File: src/ldpi_pkg.sv
// shared types and constants for the dual-path lms identifier
package ldpi_pkg;

   localparam int FilterOrder = 40;
   localparam int NumTaps = FilterOrder + 1;
   localparam int TapW = $clog2(NumTaps);
   localparam int IdxW = 6;
   localparam int CoefW = 24;
   localparam int AccW = 48;

   localparam logic signed [CoefW-1:0] CoefMax = 24'sh7FFFFF;
   localparam logic signed [CoefW-1:0] CoefMin = -24'sh800000;

   localparam logic [23:0] StepReset = 24'd168;
   localparam logic [14:0] LevelReset = 15'd8192;
   localparam logic [16:0] LimitReset = 17'd50000;
   localparam logic [15:0] LfsrReset = 16'hFFFF;

   localparam logic [1:0] RegStep = 2'd0;
   localparam logic [1:0] RegLevel = 2'd1;
   localparam logic [1:0] RegLimit = 2'd2;

   typedef struct packed {
      logic signed [15:0] ref_sample;
      logic signed [15:0] err_sample;
      logic [IdxW-1:0] read_index;
   } req_word_type;

   typedef struct packed {
      logic signed [15:0] dac_sample;
      logic signed [15:0] forward_error;
      logic signed [15:0] inverse_error;
      logic identified;
      logic signed [CoefW-1:0] forward_coef;
      logic signed [CoefW-1:0] inverse_coef;
   } rsp_word_type;

   typedef enum logic [2:0] {
      ST_IDLE, ST_FILT, ST_ERR, ST_SCALE, ST_MULT, ST_UPD, ST_WB, ST_DONE
   } state_type;

   typedef struct packed {
      logic start;
      logic clear_acc;
      logic mac_en;
      logic err_en;
      logic scale_en;
      logic upd_en;
      logic finish;
      logic [TapW-1:0] tap;
   } cmd_type;

endpackage

File: src/ldpi_ctrl.sv
// sequencer for the filter, error, scale and update passes
module ldpi_ctrl (
   input  logic clock,
   input  logic reset,
   input  logic req_valid,
   output logic req_ready,
   input  logic out_busy,
   output ldpi_pkg::cmd_type cmd
);
   ldpi_pkg::state_type state_ff, state_in;
   logic [ldpi_pkg::TapW-1:0] tap_ff, tap_in;
   localparam logic [ldpi_pkg::TapW-1:0] Last = ldpi_pkg::TapW'(ldpi_pkg::NumTaps - 1);

   always_ff @(posedge clock) begin
      if (reset) begin
         state_ff <= ldpi_pkg::ST_IDLE;
         tap_ff <= '0;
      end else begin
         state_ff <= state_in;
         tap_ff <= tap_in;
      end
   end

   always_comb begin
      state_in = state_ff;
      tap_in = tap_ff;
      cmd = '0;
      cmd.tap = tap_ff;
      req_ready = 1'b0;
      case (state_ff)
         ldpi_pkg::ST_IDLE: begin
            req_ready = !out_busy;
            if (req_valid && !out_busy) begin
               cmd.start = 1'b1;
               cmd.clear_acc = 1'b1;
               tap_in = '0;
               state_in = ldpi_pkg::ST_FILT;
            end
         end
         ldpi_pkg::ST_FILT: begin
            cmd.mac_en = 1'b1;
            if (tap_ff == Last) begin
               tap_in = '0;
               state_in = ldpi_pkg::ST_ERR;
            end else begin
               tap_in = tap_ff + 1'b1;
            end
         end
         ldpi_pkg::ST_ERR: begin
            cmd.err_en = 1'b1;
            state_in = ldpi_pkg::ST_SCALE;
         end
         ldpi_pkg::ST_SCALE: begin
            cmd.scale_en = 1'b1;
            state_in = ldpi_pkg::ST_MULT;
         end
         ldpi_pkg::ST_MULT: begin
            state_in = ldpi_pkg::ST_UPD;
         end
         ldpi_pkg::ST_UPD: begin
            cmd.upd_en = 1'b1;
            if (tap_ff == Last) begin
               tap_in = '0;
               state_in = ldpi_pkg::ST_WB;
            end else begin
               tap_in = tap_ff + 1'b1;
            end
         end
         ldpi_pkg::ST_WB: begin
            state_in = ldpi_pkg::ST_DONE;
         end
         ldpi_pkg::ST_DONE: begin
            cmd.finish = 1'b1;
            state_in = ldpi_pkg::ST_IDLE;
         end
         default: state_in = ldpi_pkg::ST_IDLE;
      endcase
   end
endmodule

File: config.mk
export PLATFORM = sky130hd
export DESIGN_NAME = ldpi_ctrl
export DESIGN_NICKNAME = d
export VERILOG_FILES = /design/src/ldpi_pkg.sv /design/src/ldpi_ctrl.sv
export SDC_FILE = /design/constraint.sdc
export NUM_CORES = 1
export LEC_CHECK = 0
export BUFFER_PORTS_ARGS = -buffer_cell sky130_fd_sc_hd__buf_4
export CAP_MARGIN = 20
export CORE_MARGIN = 10
export CORE_UTILIZATION = 42
export DETAILED_ROUTE_END_ITERATION = 6
export PLACE_DENSITY = 0.75
export RECOVER_POWER = 100
export SYNTH_ARGS = -nofsm -noshare
export SYNTH_HDL_FRONTEND = slang
export SYNTH_SLANG_ARGS = --single-unit
File: constraint.sdc
create_clock -name clock -period 1.2 [get_ports clock]
set_input_delay 0.18 -clock clock [delete_from_list [all_inputs] [get_ports clock]]
set_output_delay 0.18 -clock clock [all_outputs]
set_load 0.05 [all_outputs]
==> summary.txt <==
Synthesis
  • Mapped cell area: approximately 560 um2
  • EDFF count, synth: 0
  • Post-Syn Nets: 74
  • Cell count after synthesis: 68
  • Top cells by area, synth: dfxtp_1 32%, nand3_1 5.4%, ha_1 4.5%, nand2b_1 4.5%, a21oi_1 3.6%
  • Most instantiated library cell after synthesis: dfxtp_1
  • Top-area cell type share of the netlist area: 32.1%
  • Leading area contributor after synthesis: dfxtp_1
  • Yosys cell types: 33
  • Syn avg cell area: 8.24 um2
  • Share of flip-flops with an asynchronous set or reset: 0%
  • Post-synth top cells: 9 x dfxtp_1, 6 x nand3_1
  • Most used DFF post-synth: dfxtp_1
  • Yosys reg bits: 9
  • Seq/Total Area, Yosys: 32.1%
  • Ys Warns: 0

Critical path
  • CP endpoint: cmd[11]
  • R2R Path End: tap_ff[2]$_SDFFE_PP0P_
  • Critical path depth: 3
  • CP startpoint kind: flip-flop
  • CP arrival: about 1300 ps
  • CP most frequent cell: buf_6
  • Critical path class: reg2out
  • CP max stage cell: nor4_4
  • R2R setup slack: -210 ps
  • CP peak stage delay: 350 ps
  • Critical path origin: state_ff[0]$_SDFFE_PP0P_
  • Crit path buf inv count: 2
  • Crit path required time: 1020 ps
  • CP Capture Type: primary output
  • RR Startpoint: state_ff[1]$_SDFFE_PP0P_
  • Crit path max fanout: 6
  • Crit-path cells: buf_6 > nor4_4 > buf_6
  • Largest delay contributor family on the critical path: simple AND/OR/NAND/NOR gates
  • Worst Reg-to-Reg Cells: 4

Place
  • Post-DP HPWL: approximately 1.3 mm
  • PortBufs: 17
  • Routability-driven placement congestion ratio: approximately 0.86

Clocking
  • CTS tree: built
  • CTS H-tree lvls: 1
  • Total CTS buffers: 3
  • Clock buffer depth: 2
  • Root Buffer Master: clkbuf_4
  • Clk slew on worst S/H paths: 60 ps
  • CTS Hold Bufs: 0
  • Clock latency on the worst-skew pair: 270 ps
  • CTS sink cnt: 9

Global routing
  • Overall routing resource usage: 11.3%
  • Initial antenna violation count: 0
  • First-pass GRT wire length: between 2 and 3 mm
  • Grt total ovfl: 0
  • Pin count of the biggest net entering global routing: 12
  • Vias in the first global route: 634

Floorplanning
  • Die area: 3200 um2
  • Rows: 13
  • Die Y: roughly 57 um
  • Area of the core: 1280 um2
  • I/O pins: 18
  • Initial Utilization: 43.6%
  • Die width: approximately 57 um

Finish
  • Fillcell total: 79
  • Final nets: 108
  • Share of layout cells above drive strength 1: 67.3%
  • Antenna fix cells: 0
  • Area Overhead vs Synth: 84.6%
  • Core utilization of the finished layout: 80.5%

Power
  • Static Leak: 0.000418 uW
  • Internal power: roughly 530 uW
  • Sequential power share: 39.3%
  • PwrDens: 753 nW/um2
  • Worst vdd ir: 0.583 mV
  • Combinational power share: around 30%
  • Switching Fraction: 31.5%
  • Clock share of power: 31.1%
  • Sw power: 246 uW

STA
  • Worst Skew: around 2.6 ps
  • Slew @ Worst Pin: 296 ps
  • Slew HR: 80.1%
  • Final WS setup: -276 ps
  • Peak Freq: 0.678 GHz
  • RSZ-0062 raised after global routing: true
  • WHS: 159 ps
  • Fin crit share: 123%
  • Endpoints failing hold: 0
  • Min cycle time layout: 1480 ps
  • Final setup viols: 15
  • Final Max Tran Viols: 0

Detailed routing
  • Wire length per cell: approximately 16 um
  • Via Count: ~650
  • # DRC: 0
  • Pre-antenna DRT Iters: 4
  • Final ANT Viol Nets: 0
  • Iter 0 DRT Violations: 13
  • Via density: 5.59
  • Routed wire length: 1.80 mm

Run status
  • Outcome: complete, but fails checks
  • Failing checks: setup timing

Flow run
  • Max-cap viol count: 0

Min path
  • Worst Hold Class: in2reg
power by group through the flow:
| stage | clock network, uW | registers [uW] | logic (uW) |
|---|---|---|---|
| 2_1_floorplan | 0 | 329 | 110 |
| 3_3_place_gp | 0 | 317 | 174 |
| 3_5_place_dp | 0 | 318 | 176 |
| 4_1_cts | 250 | 309 | 218 |
| 5_1_grt | 261 | 307 | 245 |
| 6_report | 242 | 307 | 231 |
metal layers:
| layer | up-vias | wire length (um) | global-route usage, % |
|---|---|---|---|
| li1 | 316 | - | - |
| met1 | 307 | 747 | 11.0 |
| met2 | 21 | 891 | 18.7 |
| met3 | 5 | 121 | 4.49 |
| met4 | 0 | 40 | 8.25 |
| met5 | - | 0 | 0 |
worst min path at each step:
stage | startpoint | to | slack, ps | depth (start not counted)
final | reset | tap_ff[1]$_SDFFE_PP0P_ | 160 | 2
after global routing | reset | state_ff[0]$_SDFFE_PP0P_ | 160 | 2
after CTS | reset | state_ff[0]$_SDFFE_PP0P_ | 160 | 2
after detailed placement | reset | tap_ff[4]$_SDFFE_PP0P_ | 440 | 2
after global placement | reset | tap_ff[1]$_SDFFE_PP0P_ | 440 | 2
after floorplan | out_busy | req_ready | 430 | 1
sequential cells by signal, summed over array words and instances (netlist names):
register  cells
state_ff      3
tap_ff        6
final cells by class:
class	count	area [um2]	area share, %
multi-input cells	49	445	43.0
flip-flops and latches	9	201	19.5
inverters	4	15.0	1.45
repair buffers	35	328	31.7
well taps	15	18.8	1.81
clock buffers	4	26.3	2.54
timing repair:
action                                  in CTS  in global routing
endpoints found under the setup margin      14                 16
gates resized for setup                     26                  7
pin swaps                                    8                  9
buffers inserted                             5                  4
hold endpoints to repair                     0                  0
kinds of logic (layout without fill, tap and decap cells):
family,Yosys count,after routing,synth area share [%]
buffers and inverters,10,43,9.15
AOI/OAI and AO/OA,14,14,18.5
adders and majority gates,2,2,4.46
DFF,9,9,32.1
and+or+nand+nor,32,32,34.1
xor gates and xnor gates,1,1,1.56
metrics by stage:
step	total power [uW]	instances	setup slack, ps	area, um2	setup TNS (ps)
3_5_place_dp	494	104	-64.4	823	-232
6_report	779	116	-276	1030	-2530
4_1_cts	777	113	-272	982	-1420
2_1_floorplan	438	68	-361	648	-1590
3_3_place_gp	491	104	-39.9	823	-95.1
5_1_grt	813	116	-317	1030	-3120
cell usage in the layout, fill, tap and decap left out, drive strengths merged, types with 2 or more instances in the layout:
| master | netlist | final |
|---|---|---|
| ha | 2 | 2 |
| nor3b | 2 | 2 |
| nand3 | 6 | 6 |
| a21oi | 5 | 5 |
| buf | 4 | 35 |
| inv | 4 | 4 |
| nand4 | 2 | 2 |
| nor4 | 2 | 2 |
| nand2 | 3 | 3 |
| clkbuf | 2 | 4 |
| or3 | 2 | 2 |
| nand2b | 4 | 4 |
| nor2 | 4 | 4 |
| dfxtp | 9 | 9 |
| and3 | 2 | 2 |
No activity file was read; power rests on OpenSTA's default activity.
